===== src/rtl/ippf_pkg.sv =====
// ----------------------------------------------------------------------------
// ippf_pkg: shared types and constants for the IPv4 pair policy filter
// Table sizes, action and cause codes, and the front-to-back queue item.
// ----------------------------------------------------------------------------
`default_nettype none

package ippf_pkg;

  localparam int RULE_CAP = 4096;
  localparam int ISO_CAP  = 1024;

  localparam int RULE_AW = (RULE_CAP > 1) ? $clog2(RULE_CAP) : 1;
  localparam int ISO_AW  = (ISO_CAP > 1) ? $clog2(ISO_CAP) : 1;
  localparam int RULE_CW = $clog2(RULE_CAP + 1);
  localparam int ISO_CW  = $clog2(ISO_CAP + 1);
  localparam int SCAN_W  = (RULE_CW > ISO_CW) ? RULE_CW : ISO_CW;

  localparam logic [2:0] ACT_CLASSIFY  = 3'd0;
  localparam logic [2:0] ACT_WRITE     = 3'd1;
  localparam logic [2:0] ACT_DELETE    = 3'd2;
  localparam logic [2:0] ACT_ISOLATE   = 3'd3;
  localparam logic [2:0] ACT_UNISOLATE = 3'd4;

  localparam logic [2:0] CAUSE_NONE      = 3'd0;
  localparam logic [2:0] CAUSE_TRUNC     = 3'd1;
  localparam logic [2:0] CAUSE_MALFORMED = 3'd2;
  localparam logic [2:0] CAUSE_DENY      = 3'd3;
  localparam logic [2:0] CAUSE_ISOLATED  = 3'd4;

  localparam logic [15:0] ETHERTYPE_IPV4 = 16'h0800;
  localparam logic [15:0] ETH_HDR_BYTES  = 16'd14;
  localparam logic [15:0] IP_MIN_END     = 16'd34;

  typedef enum logic [1:0] {
    HDR_PASS,
    HDR_TRUNC,
    HDR_MALFORMED,
    HDR_LOOKUP
  } hdr_code_t;

  typedef struct packed {
    logic [2:0]  action;
    hdr_code_t   hdr;
    logic [31:0] src;
    logic [31:0] dst;
    logic [7:0]  value;
  } q_item_t;

  typedef enum logic [2:0] {
    ST_IDLE,
    ST_RD,
    ST_CMP,
    ST_LRD,
    ST_LWR,
    ST_FIN
  } state_t;

endpackage

`default_nettype wire


===== src/rtl/ippf_front.sv =====
// ----------------------------------------------------------------------------
// ippf_front: input acceptance, header checks and two-item queue
// Header sanity is decided on entry; the back end only sees a short code.
// ----------------------------------------------------------------------------
`default_nettype none

module ippf_front (
  input  wire                   clk,
  input  wire                   rst,
  input  wire                   s_tvalid,
  output logic                  s_tready,
  input  wire  [2:0]            s_tuser,
  input  wire  [143:0]          s_tdata,
  output logic                  q_valid,
  output ippf_pkg::q_item_t     q_item,
  input  wire                   q_pop
);
  import ippf_pkg::*;

  logic [15:0] frame_len, linear_len, ethertype, total_length;
  logic [7:0]  version_ihl;
  logic [16:0] hlen, hdr_end, pkt_end;
  logic        malformed;
  hdr_code_t   hdr;
  q_item_t     entry;

  q_item_t     qmem [2];
  logic        wptr, rptr;
  logic [1:0]  fill;
  logic        push;

  assign frame_len    = s_tdata[15:0];
  assign linear_len   = s_tdata[31:16];
  assign ethertype    = s_tdata[47:32];
  assign version_ihl  = s_tdata[55:48];
  assign total_length = s_tdata[71:56];

  assign hlen    = {11'd0, version_ihl[3:0], 2'b00};
  assign hdr_end = {1'b0, ETH_HDR_BYTES} + hlen;
  assign pkt_end = {1'b0, ETH_HDR_BYTES} + {1'b0, total_length};

  assign malformed = (version_ihl[7:4] != 4'd4) || (hlen < 17'd20) ||
                     (hdr_end > {1'b0, linear_len}) ||
                     ({1'b0, total_length} < hlen) ||
                     (pkt_end > {1'b0, frame_len});

  always_comb begin
    priority if (linear_len < ETH_HDR_BYTES) hdr = HDR_PASS;
    else if (ethertype != ETHERTYPE_IPV4)    hdr = HDR_PASS;
    else if (linear_len < IP_MIN_END)        hdr = HDR_TRUNC;
    else if (malformed)                      hdr = HDR_MALFORMED;
    else                                     hdr = HDR_LOOKUP;
  end

  always_comb begin
    entry.action = s_tuser;
    entry.hdr    = hdr;
    entry.src    = s_tdata[103:72];
    entry.dst    = s_tdata[135:104];
    entry.value  = s_tdata[143:136];
  end

  assign s_tready = (fill != 2'd2);
  assign push     = s_tvalid && s_tready;
  assign q_valid  = (fill != 2'd0);
  assign q_item   = qmem[rptr];

  always_ff @(posedge clk) begin
    if (push) qmem[wptr] <= entry;
  end

  always_ff @(posedge clk) begin
    if (rst) begin
      wptr <= 1'b0;
      rptr <= 1'b0;
      fill <= 2'd0;
    end else begin
      if (push) wptr <= ~wptr;
      if (q_pop) rptr <= ~rptr;
      fill <= fill + {1'b0, push} - {1'b0, q_pop};
    end
  end

  assert property (@(posedge clk) disable iff (rst) q_pop |-> q_valid)
    else $error("queue popped while empty");
  assert property (@(posedge clk) disable iff (rst) fill <= 2'd2)
    else $error("queue fill out of range");
  assert property (@(posedge clk) disable iff (rst)
    (push && !q_pop && fill == 2'd1) |=> !s_tready)
    else $error("queue not full after filling");

endmodule

`default_nettype wire


===== config.mk =====
export PLATFORM = sky130hd
export DESIGN_NAME = ippf_front
export DESIGN_NICKNAME = d
export VERILOG_FILES = /design/src/rtl/ippf_pkg.sv /design/src/rtl/ippf_front.sv
export SDC_FILE = /design/constraint.sdc
export NUM_CORES = 1
export LEC_CHECK = 0
export BUFFER_PORTS_ARGS = -buffer_cell sky130_fd_sc_hd__buf_2
export CAP_MARGIN = 0
export CORE_UTILIZATION = 42
export CTS_CLUSTER_DIAMETER = 120
export DETAILED_ROUTE_END_ITERATION = 10
export PLACE_DENSITY = 0.76
export SLEW_MARGIN = 15
export SYNTH_ARGS = -nofsm -noshare
export SYNTH_HDL_FRONTEND = slang
export SYNTH_SLANG_ARGS = --single-unit

===== constraint.sdc =====
create_clock -name clk -period 10.84 [get_ports clk]
set_clock_uncertainty 0.05 [all_clocks]
set_input_delay 1.626 -clock clk [delete_from_list [all_inputs] [get_ports clk]]
set_output_delay 1.626 -clock clk [all_outputs]
set_load 0.005 [all_outputs]

* After elaboration in Yosys (flattened, before gate mapping)
Memory sizes are Yosys's and may differ from the RTL's. A register that Yosys moved wholly into a read port is not among the register bits. Cells that the tools add are included.
Storage, ports and cells: register bits 4, logic and storage cells 33, bits of input ports 151, memories kept 1, output and inout port bits 79, bits in writable memories 154
Operators by class: bitwise operators 2, reductions and logical operators 6, magnitude comparators 6, multiplexer cells 8, add/sub/neg operators 4, equality and inequality tests 3
Memory list:
- qmem | words 2, width 77, rd ports 1, clocked after memory_dff 1, wr ports 1, line ippf_front.sv:27 | q_item_t qmem [2];
Operator list (count):
- 4-bit by 16-bit adder with 17-bit output (first input constant) | 1
- 17-bit by 16-bit > comparator with 1-bit output | 1
- 7-bit by 16-bit > comparator with 1-bit output | 1
- 16-bit by 4-bit < comparator with 1-bit output (second input constant) | 1
- 16-bit by 6-bit < comparator with 1-bit output | 1
- 16-bit by 6-bit < comparator with 1-bit output (second input constant) | 1
- 16-bit by 12-bit inequality test with 1-bit output (second input constant) | 1
- 4-bit by 6-bit adder with 7-bit output (first input constant) | 1
- 6-bit by 5-bit < comparator with 1-bit output (second input constant) | 1
- 2-bit 2-to-1 mux | 3
- 1-bit 2-to-1 mux | 5
- 1-bit logical OR | 4
- 4-bit by 3-bit inequality test with 1-bit output (second input constant) | 1
- 2-bit by 1-bit adder with 2-bit output | 1
- 2-bit inequality test (second input constant) | 1
- 1-bit inverter | 2
- 2-bit nonzero test | 1
- 2-bit by 1-bit subtractor with 2-bit output | 1
- 1-bit logical AND | 1

* Depth between registers and ports, before layout
Gate-level depths: netlist (run 1).
word-level depth 9, depth in mapped cells 13, gate-level depth less buffers 13

* Worst setup path after synthesis (run 1)
Ideal clock, no wire load.
kind input -> register, from input port s_tvalid, to memory qmem[0][0] in the netlist's numbering (enable), stages 2, setup slack 5347 ps, buffers on the path 0, arrival time 4930 ps, data required time 10277 ps, library setup time 513 ps, cells stage by stage nand2_1 -> nor2_1
Between the ends: longest elaborated chain between the ends 3
Ends and longest elaborated chain:
- start, declared | line ippf_front.sv:10 | input wire s_tvalid,
- 1-bit logical AND | line ippf_front.sv:64 | assign push = s_tvalid && s_tready;
- 1-bit 2-to-1 mux | line ippf_front.sv:69 | if (push) qmem[wptr] <= entry;
- 1-bit 2-to-1 mux (not written as such) | line ippf_front.sv:69
- end, declared | line ippf_front.sv:27
No other way between the ends.

* Worst setup path after layout (run 1)
from input port s_tdata[57], to memory qmem[1][72] in the netlist's numbering, data pin
Between the ends: longest elaborated chain between the ends 7, elaborated cells between the ends (all ways) 9, classes of those cells 1 x add/sub; 2 x order compare; 4 x mux; 2 x reduce/logical
Ends and longest elaborated chain:
- start, declared | line ippf_front.sv:13 | input wire [143:0] s_tdata,
- 4-bit by 16-bit adder with 17-bit output / 16-bit by 6-bit < comparator with 1-bit output (equally long branches) | line ippf_front.sv:40, ippf_front.sv:44
- 17-bit by 16-bit > comparator with 1-bit output / 1-bit logical OR (equally long branches) | line ippf_front.sv:45, ippf_front.sv:43
- 1-bit logical OR * | line ippf_front.sv:44 | ({1'b0, total_length} < hlen) ||
- 1-bit 2-to-1 mux * | line ippf_front.sv:51 | else if (malformed) hdr = HDR_MALFORMED;
- 2-bit 2-to-1 mux * | line ippf_front.sv:50 | else if (linear_len < IP_MIN_END) hdr = HDR_TRUNC;
- 2-bit 2-to-1 mux * | line ippf_front.sv:49 | else if (ethertype != ETHERTYPE_IPV4) hdr = HDR_PASS;
- 2-bit 2-to-1 mux * | line ippf_front.sv:48 | priority if (linear_len < ETH_HDR_BYTES) hdr = HDR_PASS;
- via hdr[0] | line ippf_front.sv:24 | hdr_code_t hdr;
The timed path passes the listed nets; every way through them passes the cells marked *.

==> results of run 1 <==
flip-flops by register name, summed over array words and instances, names as in the netlist, named ones only:
signal	count
rptr	1
fill	2
wptr	1
qmem	154
power groups by stage:
| stage | logic (W) | registers (W) | clock network [W] |
|---|---|---|---|
| 2_1_floorplan | 0.000161 | 0.000823 | 0 |
| 3_3_place_gp | 0.000275 | 0.000828 | 0 |
| 3_5_place_dp | 0.000283 | 0.000835 | 0 |
| 4_1_cts | 0.000285 | 0.000823 | 0.000647 |
| 5_1_grt | 0.000310 | 0.000830 | 0.000668 |
| 6_report | 0.000279 | 0.000821 | 0.000634 |
layer usage:
layer | vias to the layer above | track usage, % | part of all wire, %
li1 | 2070 | - | -
met1 | 2065 | 18.0 | 39
met2 | 190 | 30.7 | 51
met3 | 16 | 5.70 | 9.0
met4 | 0 | 6.44 | 1.5
met5 | - | 0 | 0
metrics by stage:
stage	total power, W	util (%)
after floorplan	0.000984	-
after global placement	0.00110	51.8
after detailed placement	0.00112	51.8
after CTS	0.00176	55.8
after global routing	0.00181	55.8
final	0.00173	55.8
path summary, 6_finish.rpt:
check / to / cells past startpoint / slack [ns] / startpoint
min reg2reg: rptr / 2 / 0.47 / rptr
min: rptr / 2 / 0.47 / rptr
max: qmem[1][72] / 14 / 7.04 / s_tdata[57]
max reg2reg: qmem[0][68] / 4 / 8.80 / fill[0]
layout by cell type, fill, tap and decap left out, types with 2 or more instances in the layout:
cell type,netlist,layout
nand3_1,8,8
nand2b_1,2,2
clkinv_1,0,4
o21ai_0,4,4
edfxtp_1,154,154
nand4_1,7,7
nor4b_1,2,2
nor3_1,6,6
ha_1,28,28
buf_2,3,229
a21o_1,2,2
nand2_1,10,10
a21oi_1,8,8
buf_4,0,2
nor2_1,13,12
bufinv_16,0,5
xnor2_1,14,14
dfxtp_1,5,4
clkbuf_16,0,17
inv_1,30,30
nor4_1,7,7
xor2_1,5,5
mux2_2,77,77
nor2b_1,2,2
inv_6,0,4
cells by family after synthesis:
kind of cell,count (synthesis),share of synthesized area (%)
buffers and inverters,40,2.26
AND/OR/NAND/NOR,65,5.03
multiplexers,77,12.7
flip-flops,159,69.4
adder cells (fa/ha/maj),28,5.14
AO/OA/AOI/OAI,26,3.03
XOR/XNOR,19,2.44
worst max-delay path: stages:
cell	delay (ns)
buf_2	0.10
inv_1	0.05
ha_1	0.22
nand2b_1	0.11
nor2b_1	0.27
nand3_1	0.14
xnor2_1	0.15
ha_1	0.30
nand3_1	0.11
or2_1	0.28
nor3_1	0.15
nand2_1	0.09
a211o_1	0.27
a21boi_2	0.15
area by class of cell:
type | count | area (sq um)
flip-flops and latches | 159 | 4730
repair buffers | 231 | 1160
diodes | 1 | 2.50
clock buffers | 18 | 429
clock inverters | 14 | 209
fillers | 1287 | 7020
inverters | 31 | 116
well taps | 216 | 270
multi-input cells | 215 | 1950
==> flow_summary.html, run 1 <==
<table>
<tr><th>Metric</th><th>Value</th></tr>
<tr><th colspan="2">Logic synthesis</th></tr>
<tr><td>Post-synthesis instance area</td><td>6810 sq um</td></tr>
<tr><td>Register bit total from synthesis</td><td>159</td></tr>
<tr><td>Yosys top cell area share</td><td>67.9%</td></tr>
<tr><td>Synthesis Warnings</td><td>0</td></tr>
<tr><td>Syn Area/Cell</td><td>16.5 sq um</td></tr>
<tr><td>Mapped Nets</td><td>593</td></tr>
<tr><td>Cell type with the largest total area after synthesis</td><td>edfxtp_1</td></tr>
<tr><td>Cells taking the most area after synthesis</td><td>edfxtp_1, mux2_2, ha_1, xnor2_1, inv_1</td></tr>
<tr><td>Fraction of registers with async set or reset after synthesis</td><td>0%</td></tr>
<tr><td>Most frequent cell after synthesis</td><td>edfxtp_1</td></tr>
<tr><td>Primary FF master, synth</td><td>edfxtp_1</td></tr>
<tr><td>Top cells by count, synth</td><td>edfxtp_1, mux2_2, inv_1</td></tr>
<tr><td>Number of different library cells in the post-synthesis netlist</td><td>42</td></tr>
<tr><td>Fraction of the yosys area taken by sequential cells</td><td>69.4%</td></tr>
<tr><td>Number of enable flip-flop cells after synthesis</td><td>154</td></tr>
<tr><td>Number of cells produced by synthesis</td><td>414</td></tr>
<tr><th colspan="2">Clocking</th></tr>
<tr><td>Clock root buffer master</td><td>clkbuf_16</td></tr>
<tr><td>Clock slew seen by the registers of the worst setup and hold paths</td><td>0.07 ns</td></tr>
<tr><td>Post-CTS repair timing setup buffer count</td><td>0</td></tr>
<tr><td>Count of H-tree levels built during CTS</td><td>4</td></tr>
<tr><td>Clock tree from TritonCTS</td><td>yes</td></tr>
<tr><td>Clock sink total</td><td>159</td></tr>
<tr><td>Number of buffers added by the clock tree synthesis step</td><td>17</td></tr>
<tr><td>Worst-Skew Late Latency</td><td>0.41 ns</td></tr>
<tr><td>Post_cts resized</td><td>0</td></tr>
<tr><td>CTS max path bufs</td><td>2</td></tr>
<tr><td>CTS Hold Buffers Added</td><td>0</td></tr>
<tr><th colspan="2">Power</th></tr>
<tr><td>Clock share of power</td><td>36.6%</td></tr>
<tr><td>Cell-internal power</td><td>0.00133 W</td></tr>
<tr><td>Sequential share of power</td><td>47.3%</td></tr>
<tr><td>Power share of the combinational group</td><td>16.1%</td></tr>
<tr><td>Power spent charging and discharging nets</td><td>0.000401 W</td></tr>
<tr><td>Areal power density over the cells</td><td>196 nW/um^2</td></tr>
<tr><td>Cell leakage power</td><td>3.58 nW</td></tr>
<tr><td>Switch share</td><td>23.1%</td></tr>
<tr><td>Max VDD drop</td><td>0.119 mV</td></tr>
<tr><th colspan="2">STA</th></tr>
<tr><td>Remaining max-slew budget at the tightest pin</td><td>29.1%</td></tr>
<tr><td>Setup repair after global routing missed its margin</td><td>false</td></tr>
<tr><td>Final Hold Viols</td><td>0</td></tr>
<tr><td>Least-Margin Pin Slew</td><td>1.06 ns</td></tr>
<tr><td>Final worst-path cycle share</td><td>35.1%</td></tr>
<tr><td>Final critical-path required period</td><td>3.80 ns</td></tr>
<tr><td>Final Slew Violations</td><td>0</td></tr>
<tr><td>Setup-failing EPs final</td><td>0</td></tr>
<tr><td>Highest clock rate</td><td>0.263 GHz</td></tr>
<tr><td>Worst Hold Slack</td><td>0.469 ns</td></tr>
<tr><td>Worst setup margin</td><td>7.04 ns</td></tr>
<tr><td>Final setup TNS</td><td>0 ns</td></tr>
<tr><th colspan="2">Floorplanning</th></tr>
<tr><td>Ports</td><td>230</td></tr>
<tr><td>Core Rows</td><td>46</td></tr>
<tr><td>Die height</td><td>129 um</td></tr>
<tr><td>Area of the core region</td><td>15900 sq um</td></tr>
<tr><td>Total die area</td><td>16700 sq um</td></tr>
<tr><td>DIE WIDTH</td><td>129 um</td></tr>
<tr><td>Initial core utilization</td><td>42.9%</td></tr>
<tr><th colspan="2">Outcome</th></tr>
<tr><td>Status</td><td>completed</td></tr>
<tr><th colspan="2">GRT</th></tr>
<tr><td>Global-route congestion overflow total</td><td>0</td></tr>
<tr><td>Via count of the first global-routing pass</td><td>4456</td></tr>
<tr><td>Number of antenna violations at the first check in global routing</td><td>1</td></tr>
<tr><td>Total routing usage reported by global routing</td><td>16.9%</td></tr>
<tr><td>Pin count of the biggest net entering global routing</td><td>78</td></tr>
<tr><td>Wire length of the first global-routing pass</td><td>21100 um</td></tr>
<tr><th colspan="2">Detailed routing</th></tr>
<tr><td>Number of vias after detailed routing</td><td>4341</td></tr>
<tr><td>WL/cell</td><td>15.8 um</td></tr>
<tr><td>Number of nets with antenna violations after detailed routing</td><td>0</td></tr>
<tr><td>Routed wire length</td><td>14000 um</td></tr>
<tr><td>DRC violations left</td><td>0</td></tr>
<tr><td>First-pass iteration count of the detailed router</td><td>5</td></tr>
<tr><td>Count of routing violations after the opening detailed-route iteration</td><td>199</td></tr>
<tr><td>Via-per-instance ratio</td><td>4.91</td></tr>
<tr><th colspan="2">Placement</th></tr>
<tr><td>Post-DP HPWL</td><td>10100 um</td></tr>
<tr><td>PortBufs</td><td>229</td></tr>
<tr><td>Pre-CTS setup slack</td><td>6.61 ns</td></tr>
<tr><td>DP Area</td><td>8220 sq um</td></tr>
<tr><td>Cell count after placement</td><td>852</td></tr>
<tr><td>Final estimated routing congestion in global placement</td><td>0.846</td></tr>
<tr><th colspan="2">Worst setup path</th></tr>
<tr><td>Startpoint Class</td><td>input port</td></tr>
<tr><td>Endpoint arrival time on the critical path</td><td>4.01 ns</td></tr>
<tr><td>Critical path start-end classification</td><td>input port to register</td></tr>
<tr><td>Crit Path Max Fanout</td><td>4</td></tr>
<tr><td>Data required time at the worst endpoint</td><td>11.05 ns</td></tr>
<tr><td>CP Capture Type</td><td>register</td></tr>
<tr><th colspan="2">Min path</th></tr>
<tr><td>Tightest Hold Check Type</td><td>register to register</td></tr>
<tr><th colspan="2">Finish</th></tr>
<tr><td>Final cell count without fillers</td><td>885</td></tr>
<tr><td>Finished layout cell area</td><td>8860 sq um</td></tr>
<tr><td>Layout Nets</td><td>834</td></tr>
<tr><td>Area growth from synthesis to layout</td><td>30.1%</td></tr>
<tr><td>Share of cells above drive strength 1</td><td>51.8%</td></tr>
<tr><th colspan="2">Flow run</th></tr>
<tr><td>Number of violations of the max-capacitance limit</td><td>0</td></tr>
</table>
Power figures use the tool's default switching activity.
==> run 2: changes to the inputs <==
PLACE_DENSITY = 0.78   (was 0.76)
clock period = 3.4 ns   (was 10.84 ns; I/O delays follow)
==> flow_summary.html, run 2 (synthesis gave the netlist of run 1 again) <==
<table>
<tr><th>Metric</th><th>Value</th></tr>
<tr><th colspan="2">Flow run</th></tr>
<tr><td>Number of violations of the max-capacitance limit</td><td>0 (unchanged)</td></tr>
<tr><th colspan="2">Clocking</th></tr>
<tr><td>CTS max path bufs</td><td>2 (unchanged)</td></tr>
<tr><td>Number of buffers added by the clock tree synthesis step</td><td>17 (unchanged)</td></tr>
<tr><td>CTS Hold Buffers Added</td><td>0 (unchanged)</td></tr>
<tr><td>Post_cts resized</td><td>0 (unchanged)</td></tr>
<tr><td>Clock slew seen by the registers of the worst setup and hold paths</td><td>0.07 ns (about the same)</td></tr>
<tr><td>Worst-Skew Late Latency</td><td>0.42 ns (was 0.41 ns)</td></tr>
<tr><td>Count of H-tree levels built during CTS</td><td>4 (unchanged)</td></tr>
<tr><td>Post-CTS repair timing setup buffer count</td><td>0 (unchanged)</td></tr>
<tr><td>Clock root buffer master</td><td>clkbuf_16 (unchanged)</td></tr>
<tr><td>Clock tree from TritonCTS</td><td>yes (unchanged)</td></tr>
<tr><td>Clock sink total</td><td>159 (unchanged)</td></tr>
<tr><th colspan="2">Floorplanning</th></tr>
<tr><td>Ports</td><td>230 (unchanged)</td></tr>
<tr><td>Initial core utilization</td><td>42.9% (unchanged)</td></tr>
<tr><td>Die height</td><td>129 um (unchanged)</td></tr>
<tr><td>DIE WIDTH</td><td>129 um (unchanged)</td></tr>
<tr><td>Core Rows</td><td>46 (unchanged)</td></tr>
<tr><td>Area of the core region</td><td>15900 sq um (unchanged)</td></tr>
<tr><td>Total die area</td><td>16700 sq um (unchanged)</td></tr>
<tr><th colspan="2">Worst setup path</th></tr>
<tr><td>Ordered cell list for the critical path</td><td>buf_2, inv_1, ha_1, nand2b_1, nor2b_1, nand4_1, xnor2_1, ha_1, nand4_1, or2_1, nor3_1, nand2_1, a211o_1, a21boi_2 (was buf_2, inv_1, ha_1, nand2b_1, nor2b_1, nand3_1, xnor2_1, ha_1, nand3_1, or2_1, nor3_1, nand2_1, a211o_1, a21boi_2)</td></tr>
<tr><td>Startpoint Class</td><td>input port (unchanged)</td></tr>
<tr><td>CP Capture Type</td><td>register (unchanged)</td></tr>
<tr><td>Capturing point of the worst reg2reg path</td><td>qmem[0][65] (was qmem[0][68])</td></tr>
<tr><td>Data required time at the worst endpoint</td><td>3.62 ns (was 11.05 ns)</td></tr>
<tr><td>Crit Path Max Fanout</td><td>4 (unchanged)</td></tr>
<tr><td>Endpoint arrival time on the critical path</td><td>2.87 ns (was 4.01 ns)</td></tr>
<tr><td>Start of the worst register-to-register path</td><td>fill[0] (unchanged)</td></tr>
<tr><td>Worst R2R Setup Slack</td><td>1.31 ns (was 8.80 ns)</td></tr>
<tr><td>Max incr delay on CP</td><td>0.32 ns (was 0.30 ns)</td></tr>
<tr><td>Critical-path cell with the highest stage delay</td><td>ha_1 (unchanged)</td></tr>
<tr><td>Depth of the worst register-to-register path</td><td>4 (unchanged)</td></tr>
<tr><td>Critical path start-end classification</td><td>input port to register (unchanged)</td></tr>
<tr><th colspan="2">Power</th></tr>
<tr><td>Areal power density over the cells</td><td>611 nW/um^2 (was 196 nW/um^2)</td></tr>
<tr><td>Max VDD drop</td><td>0.308 mV (was 0.119 mV)</td></tr>
<tr><td>Cell leakage power</td><td>3.58 nW (about the same)</td></tr>
<tr><th colspan="2">Detailed routing</th></tr>
<tr><td>First-pass iteration count of the detailed router</td><td>4 (was 5)</td></tr>
<tr><td>Via-per-instance ratio</td><td>4.96 (was 4.91)</td></tr>
<tr><td>Routed wire length</td><td>15200 um (was 14000 um)</td></tr>
<tr><td>Number of vias after detailed routing</td><td>4390 (was 4341)</td></tr>
<tr><td>Count of routing violations after the opening detailed-route iteration</td><td>191 (was 199)</td></tr>
<tr><td>DRC violations left</td><td>0 (unchanged)</td></tr>
<tr><td>WL/cell</td><td>17.2 um (was 15.8 um)</td></tr>
<tr><td>Number of nets with antenna violations after detailed routing</td><td>0 (unchanged)</td></tr>
<tr><th colspan="2">Finish</th></tr>
<tr><td>Top Registers</td><td>qmem x154, fill x2 (unchanged)</td></tr>
<tr><td>Filler Cells Inserted</td><td>1297 (was 1287)</td></tr>
<tr><td>Diode insertion count for antenna repair</td><td>0 (was 1)</td></tr>
<tr><td>Max FFs per register</td><td>154 (unchanged)</td></tr>
<tr><td>Register containing the most flip-flops in the final layout</td><td>qmem (unchanged)</td></tr>
<tr><td>Finished layout cell area</td><td>8840 sq um (was 8860 sq um)</td></tr>
<tr><td>Share of cells above drive strength 1</td><td>52.5% (was 51.8%)</td></tr>
<tr><td>Highest-count cells in the layout ignoring fill and taps</td><td>buf_2, edfxtp_1, mux2_2 (unchanged)</td></tr>
<tr><td>Most common library cell in the layout ignoring fill and taps</td><td>buf_2 (unchanged)</td></tr>
<tr><td>Area growth from synthesis to layout</td><td>29.8% (was 30.1%)</td></tr>
<tr><td>Layout Nets</td><td>836 (was 834)</td></tr>
<tr><th colspan="2">Placement</th></tr>
<tr><td>DP Area</td><td>8260 sq um (was 8220 sq um)</td></tr>
<tr><td>Post-DP HPWL</td><td>11100 um (was 10100 um)</td></tr>
<tr><td>Final estimated routing congestion in global placement</td><td>0.867 (was 0.846)</td></tr>
<tr><td>PortBufs</td><td>229 (unchanged)</td></tr>
<tr><th colspan="2">STA</th></tr>
<tr><td>Final critical-path required period</td><td>2.65 ns</td></tr>
<tr><td>Highest clock rate</td><td>0.378 GHz</td></tr>
<tr><td>Setup repair after global routing missed its margin</td><td>false (unchanged)</td></tr>
<tr><td>Final setup TNS</td><td>0 ns (unchanged)</td></tr>
<tr><td>Final worst-path cycle share</td><td>77.8%</td></tr>
<tr><td>Final Slew Violations</td><td>0 (unchanged)</td></tr>
<tr><td>Final Hold Viols</td><td>0 (unchanged)</td></tr>
<tr><td>Remaining max-slew budget at the tightest pin</td><td>59.6% (was 29.1%)</td></tr>
<tr><td>Least-Margin Pin Slew</td><td>0.604 ns (was 1.06 ns)</td></tr>
<tr><td>Setup-failing EPs final</td><td>0 (unchanged)</td></tr>
<tr><th colspan="2">Min path</th></tr>
<tr><td>Cell depth of the worst min-delay path</td><td>1 (was 2)</td></tr>
<tr><td>Endpoint of the worst hold-timing path</td><td>qmem[1][38] (was rptr)</td></tr>
<tr><td>Tightest Hold Check Type</td><td>input port to register (was register to register)</td></tr>
<tr><td>Hold Path Origin</td><td>s_tdata[134] (was rptr)</td></tr>
<tr><th colspan="2">GRT</th></tr>
<tr><td>Met1 Track Usage GR</td><td>19.0% (was 18.0%)</td></tr>
<tr><td>GR Layer Usage met3</td><td>5.45% (was 5.70%)</td></tr>
<tr><td>Wire length of the first global-routing pass</td><td>22200 um (was 21100 um)</td></tr>
<tr><td>Layer with the highest usage</td><td>met2 (unchanged)</td></tr>
<tr><td>Total routing usage reported by global routing</td><td>17.9% (was 16.9%)</td></tr>
<tr><td>Global-route congestion overflow total</td><td>0 (unchanged)</td></tr>
<tr><td>Via count of the first global-routing pass</td><td>4416 (was 4456)</td></tr>
<tr><td>Pin count of the biggest net entering global routing</td><td>57 (was 78)</td></tr>
<tr><td>Met2 track demand over resource in global routing</td><td>33.0% (was 30.7%)</td></tr>
<tr><td>Number of antenna violations at the first check in global routing</td><td>0 (was 1)</td></tr>
<tr><th colspan="2">Outcome</th></tr>
<tr><td>Status</td><td>completed (unchanged)</td></tr>
</table>
[run 2: cell type report]
type,instances,area (sq um),share of cell area [%]
inverters,31,116,1.32
flip-flops and latches,159,4730,53.5
repair buffers,233,1200,13.6
clock buffers,17,425,4.81
clock inverters,14,156,1.77
multi-input cells,215,1950,22.0
well taps,216,270,3.06
[run 2: stage by stage]
stage	hold slack [ns]	utilization, %	instances	power, W	setup slack (ns)
after floorplan	0.430	-	414	0.00313	0.315
after global placement	0.444	52.0	854	0.00353	0.358
after detailed placement	0.456	52.0	854	0.00358	0.319
after CTS	0.212	55.7	885	0.00546	0.758
after global routing	0.218	55.7	885	0.00563	0.564
final	0.226	55.7	885	0.00540	0.754
[run 2: critical path, delay by kind of cell]
| family | cells | cell delay [ns] |
|---|---|---|
| simple gates | 7 | 1.10 |
| fa+ha+maj | 2 | 0.53 |
| compound gates | 2 | 0.42 |
| xor+xnor | 1 | 0.15 |
| buf+inv | 2 | 0.14 |
[run 2: worst max-delay path by stage]
stage | startpoint | end | slack (ns) | cells past startpoint
final | s_tdata[57] | qmem[1][72] | 0.75 | 14
after global routing | s_tdata[57] | qmem[0][72] | 0.56 | 11
after CTS | s_tdata[57] | qmem[1][72] | 0.76 | 11
after detailed placement | s_tdata[57] | qmem[1][72] | 0.32 | 11
after global placement | s_tdata[57] | qmem[0][72] | 0.36 | 11
after floorplan | s_tvalid | qmem[0][0] | 0.31 | 2
[run 2: per-layer routing]
| metal | up-vias | part of all wire, % |
|---|---|---|
| li1 | 2066 | - |
| met1 | 2096 | 38 |
| met2 | 204 | 52 |
| met3 | 24 | 8.6 |
| met4 | 0 | 1.6 |
| met5 | - | 0 |
[run 2: power breakdown]
| group | leakage [nW] | internal (W) | switching, W | total, W |
|---|---|---|---|---|
| combinational | 1.81 | 0.000445 | 0.000493 | 0.000938 |
| clock | 0.285 | 0.00109 | 0.000777 | 0.00187 |
| sequential | 1.48 | 0.00251 | 0.0000852 | 0.00259 |
==> run 3: changes to the inputs <==
PLACE_DENSITY = 0.76   (was 0.78)
clock period = 2.65 ns   (was 3.4 ns; I/O delays follow)
==> flow_summary.html, run 3 (synthesis gave the netlist of run 1 again) <==
<table>
<tr><th>Metric</th><th>Value</th></tr>
<tr><th colspan="2">Floorplanning</th></tr>
<tr><td>Ports</td><td>230 (unchanged)</td></tr>
<tr><td>Core Rows</td><td>46 (unchanged)</td></tr>
<tr><td>Die height</td><td>129 um (unchanged)</td></tr>
<tr><td>DIE WIDTH</td><td>129 um (unchanged)</td></tr>
<tr><td>Total die area</td><td>16700 sq um (unchanged)</td></tr>
<tr><td>Initial core utilization</td><td>42.9% (unchanged)</td></tr>
<tr><td>Area of the core region</td><td>15900 sq um (unchanged)</td></tr>
<tr><th colspan="2">Finish</th></tr>
<tr><td>Final cell count without fillers</td><td>905 (was 885)</td></tr>
<tr><td>Multi-input gate area</td><td>1950 sq um (about the same)</td></tr>
<tr><td>Diode insertion count for antenna repair</td><td>0 (unchanged)</td></tr>
<tr><td>Storage element area</td><td>4730 sq um (unchanged)</td></tr>
<tr><td>Max FFs per register</td><td>154 (unchanged)</td></tr>
<tr><td>Layout Nets</td><td>855 (was 836)</td></tr>
<tr><td>Filler Cells Inserted</td><td>1276 (was 1297)</td></tr>
<tr><td>Most common library cell in the layout ignoring fill and taps</td><td>buf_2 (unchanged)</td></tr>
<tr><td>Share of cells above drive strength 1</td><td>54.1% (was 52.5%)</td></tr>
<tr><td>Area growth from synthesis to layout</td><td>32.1% (was 29.8%)</td></tr>
<tr><td>Register containing the most flip-flops in the final layout</td><td>qmem (unchanged)</td></tr>
<tr><td>Highest-count cells in the layout ignoring fill and taps</td><td>buf_2, edfxtp_1, mux2_2 (unchanged)</td></tr>
<tr><td>Top Registers</td><td>qmem x154, fill x2 (unchanged)</td></tr>
<tr><th colspan="2">Clocking</th></tr>
<tr><td>Number of buffers added by the clock tree synthesis step</td><td>17 (unchanged)</td></tr>
<tr><td>Clock sink total</td><td>159 (unchanged)</td></tr>
<tr><td>Count of H-tree levels built during CTS</td><td>4 (unchanged)</td></tr>
<tr><td>Clock slew seen by the registers of the worst setup and hold paths</td><td>0.07 ns (about the same)</td></tr>
<tr><td>CTS Hold Buffers Added</td><td>0 (unchanged)</td></tr>
<tr><td>Post-CTS repair timing setup buffer count</td><td>0 (unchanged)</td></tr>
<tr><td>Worst-Skew Late Latency</td><td>0.42 ns (about the same)</td></tr>
<tr><td>Clock root buffer master</td><td>clkbuf_16 (unchanged)</td></tr>
<tr><td>Post_cts resized</td><td>0 (unchanged)</td></tr>
<tr><td>CTS max path bufs</td><td>2 (unchanged)</td></tr>
<tr><td>Clock tree from TritonCTS</td><td>yes (unchanged)</td></tr>
<tr><th colspan="2">GRT</th></tr>
<tr><td>GR Layer Usage met3</td><td>5.45% (unchanged)</td></tr>
<tr><td>Met2 track demand over resource in global routing</td><td>33.0% (unchanged)</td></tr>
<tr><td>Number of antenna violations at the first check in global routing</td><td>0 (unchanged)</td></tr>
<tr><td>Global-route congestion overflow total</td><td>0 (unchanged)</td></tr>
<tr><td>Total routing usage reported by global routing</td><td>17.4% (was 17.9%)</td></tr>
<tr><td>Met1 Track Usage GR</td><td>18.0% (was 19.0%)</td></tr>
<tr><td>Layer with the highest usage</td><td>met2 (unchanged)</td></tr>
<tr><td>Pin count of the biggest net entering global routing</td><td>58 (was 57)</td></tr>
<tr><td>Via count of the first global-routing pass</td><td>4528 (was 4416)</td></tr>
<tr><td>Wire length of the first global-routing pass</td><td>21800 um (was 22200 um)</td></tr>
<tr><th colspan="2">Detailed routing</th></tr>
<tr><td>WL/cell</td><td>16.3 um (was 17.2 um)</td></tr>
<tr><td>Number of nets with antenna violations after detailed routing</td><td>0 (unchanged)</td></tr>
<tr><td>Count of routing violations after the opening detailed-route iteration</td><td>185 (was 191)</td></tr>
<tr><td>First-pass iteration count of the detailed router</td><td>4 (unchanged)</td></tr>
<tr><td>Number of vias after detailed routing</td><td>4444 (was 4390)</td></tr>
<tr><td>DRC violations left</td><td>0 (unchanged)</td></tr>
<tr><td>Via-per-instance ratio</td><td>4.91 (was 4.96)</td></tr>
<tr><td>Routed wire length</td><td>14700 um (was 15200 um)</td></tr>
<tr><th colspan="2">Placement</th></tr>
<tr><td>PortBufs</td><td>229 (unchanged)</td></tr>
<tr><td>Final estimated routing congestion in global placement</td><td>0.846 (was 0.867)</td></tr>
<tr><td>Post-DP HPWL</td><td>10900 um (was 11100 um)</td></tr>
<tr><td>Cell count after placement</td><td>873 (was 854)</td></tr>
<tr><th colspan="2">STA</th></tr>
<tr><td>Final critical-path required period</td><td>2.55 ns</td></tr>
<tr><td>Final worst-path cycle share</td><td>96.2%</td></tr>
<tr><td>Least-Margin Pin Slew</td><td>0.478 ns (was 0.604 ns)</td></tr>
<tr><td>Remaining max-slew budget at the tightest pin</td><td>67.7% (was 59.6%)</td></tr>
<tr><td>Setup-failing EPs final</td><td>0 (unchanged)</td></tr>
<tr><td>Highest clock rate</td><td>0.392 GHz</td></tr>
<tr><td>Final setup TNS</td><td>0 ns (unchanged)</td></tr>
<tr><td>Final Slew Violations</td><td>0 (unchanged)</td></tr>
<tr><td>Final Hold Viols</td><td>0 (unchanged)</td></tr>
<tr><th colspan="2">Flow run</th></tr>
<tr><td>Number of violations of the max-capacitance limit</td><td>0 (unchanged)</td></tr>
<tr><th colspan="2">Power</th></tr>
<tr><td>Areal power density over the cells</td><td>761 nW/um^2 (was 611 nW/um^2)</td></tr>
<tr><td>Cell leakage power</td><td>3.67 nW (was 3.58 nW)</td></tr>
<tr><td>Max VDD drop</td><td>0.399 mV (was 0.308 mV)</td></tr>
<tr><th colspan="2">Worst setup path</th></tr>
<tr><td>Crit Path Max Fanout</td><td>3 (was 4)</td></tr>
<tr><td>Critical path start-end classification</td><td>input port to register (unchanged)</td></tr>
<tr><td>Depth of the worst register-to-register path</td><td>8 (was 4)</td></tr>
<tr><td>Endpoint arrival time on the critical path</td><td>2.77 ns (was 2.87 ns)</td></tr>
<tr><td>Startpoint Class</td><td>input port (unchanged)</td></tr>
<tr><td>Start of the worst register-to-register path</td><td>fill[0] (unchanged)</td></tr>
<tr><td>Worst setup endpoint</td><td>qmem[1][72] (unchanged)</td></tr>
<tr><td>Data required time at the worst endpoint</td><td>2.87 ns (was 3.62 ns)</td></tr>
<tr><td>Worst R2R Setup Slack</td><td>0.96 ns (was 1.31 ns)</td></tr>
<tr><td>CP Capture Type</td><td>register (unchanged)</td></tr>
<tr><td>Capturing point of the worst reg2reg path</td><td>fill[1] (was qmem[0][65])</td></tr>
<tr><td>Critical Path Source</td><td>s_tdata[57] (unchanged)</td></tr>
<tr><th colspan="2">Min path</th></tr>
<tr><td>Tightest Hold Check Type</td><td>input port to register (unchanged)</td></tr>
<tr><th colspan="2">Outcome</th></tr>
<tr><td>Status</td><td>completed (unchanged)</td></tr>
</table>
## run 3: changes by cell type in the layout (fill, tap and decap cells not counted)
cell        change
buf_12          +1
buf_4          +18
bufinv_16       -2
clkinv_1        -1
clkinv_2        -1
clkinv_4        -3
clkinv_8        +2
clkinvlp_4      +3
inv_8           +3
nor2b_1         -1
nor2b_4         +1
## run 3: per-layer routing
layer,part of all wire (%),wire length (um),vias up
met1,38,5550,2113
met3,8.5,1250,20
met4,1.4,209,0
met2,52,7700,199
li1,-,-,2112
met5,0,0,-
## run 3: how the worst min path moves through the flow
stage | depth (start not counted) | end | slack [ns] | start
detailed placement | 2 | rptr | 0.47 | rptr
global placement | 2 | register | 0.44 | rptr
floorplan | 1 | fill[0] | 0.42 | rst
global route | 1 | qmem[0][53] | 0.1 | s_tdata[85]
finish | 1 | qmem[1][9] | 0.12 | s_tdata[105]
CTS | 1 | qmem[0][53] | 0.1 | s_tdata[85]
## run 3: final cells by class
type	instances	area share [%]
Inverter	31	1.29
Tap cell	216	3.00
Timing Repair Buffer	252	15.1
Clock inverter	15	1.67
Multi-Input combinational cell	215	21.7
Sequential cell	159	52.5
Clock buffer	17	4.73
## run 3: worst max-delay path: stages
cell and delay (ns):
buf_2 0.09, inv_1 0.05, ha_1 0.20, nand2b_1 0.13, nand4_1 0.13, xnor2_1 0.20
ha_1 0.29, o21ai_0 0.17, nor2_1 0.10, a2111oi_4 0.38, o221ai_2 0.15, a211o_1 0.32
a21boi_2 0.15
## run 3: metrics by stage
stage	power [W]	util, %	setup WS (ns)	area [sq um]	hold WS [ns]
floorplan	0.00400	-	0.0445	6820	0.419
global placement	0.00456	53.0	-0.212	8420	0.444
detailed placement	0.00462	53.0	-0.298	8420	0.472
CTS	0.00694	56.6	0.141	8990	0.0969
global route	0.00718	56.7	-0.0546	9000	0.0956
finish	0.00685	56.7	0.0998	9000	0.119
## run 3: power by group
part	leakage, nW	switching [W]	internal, W
Combinational	1.91	0.000644	0.000604
Sequential	1.48	0.000101	0.00321
Clock	0.272	0.00104	0.00125
Total	3.67	0.00178	0.00507
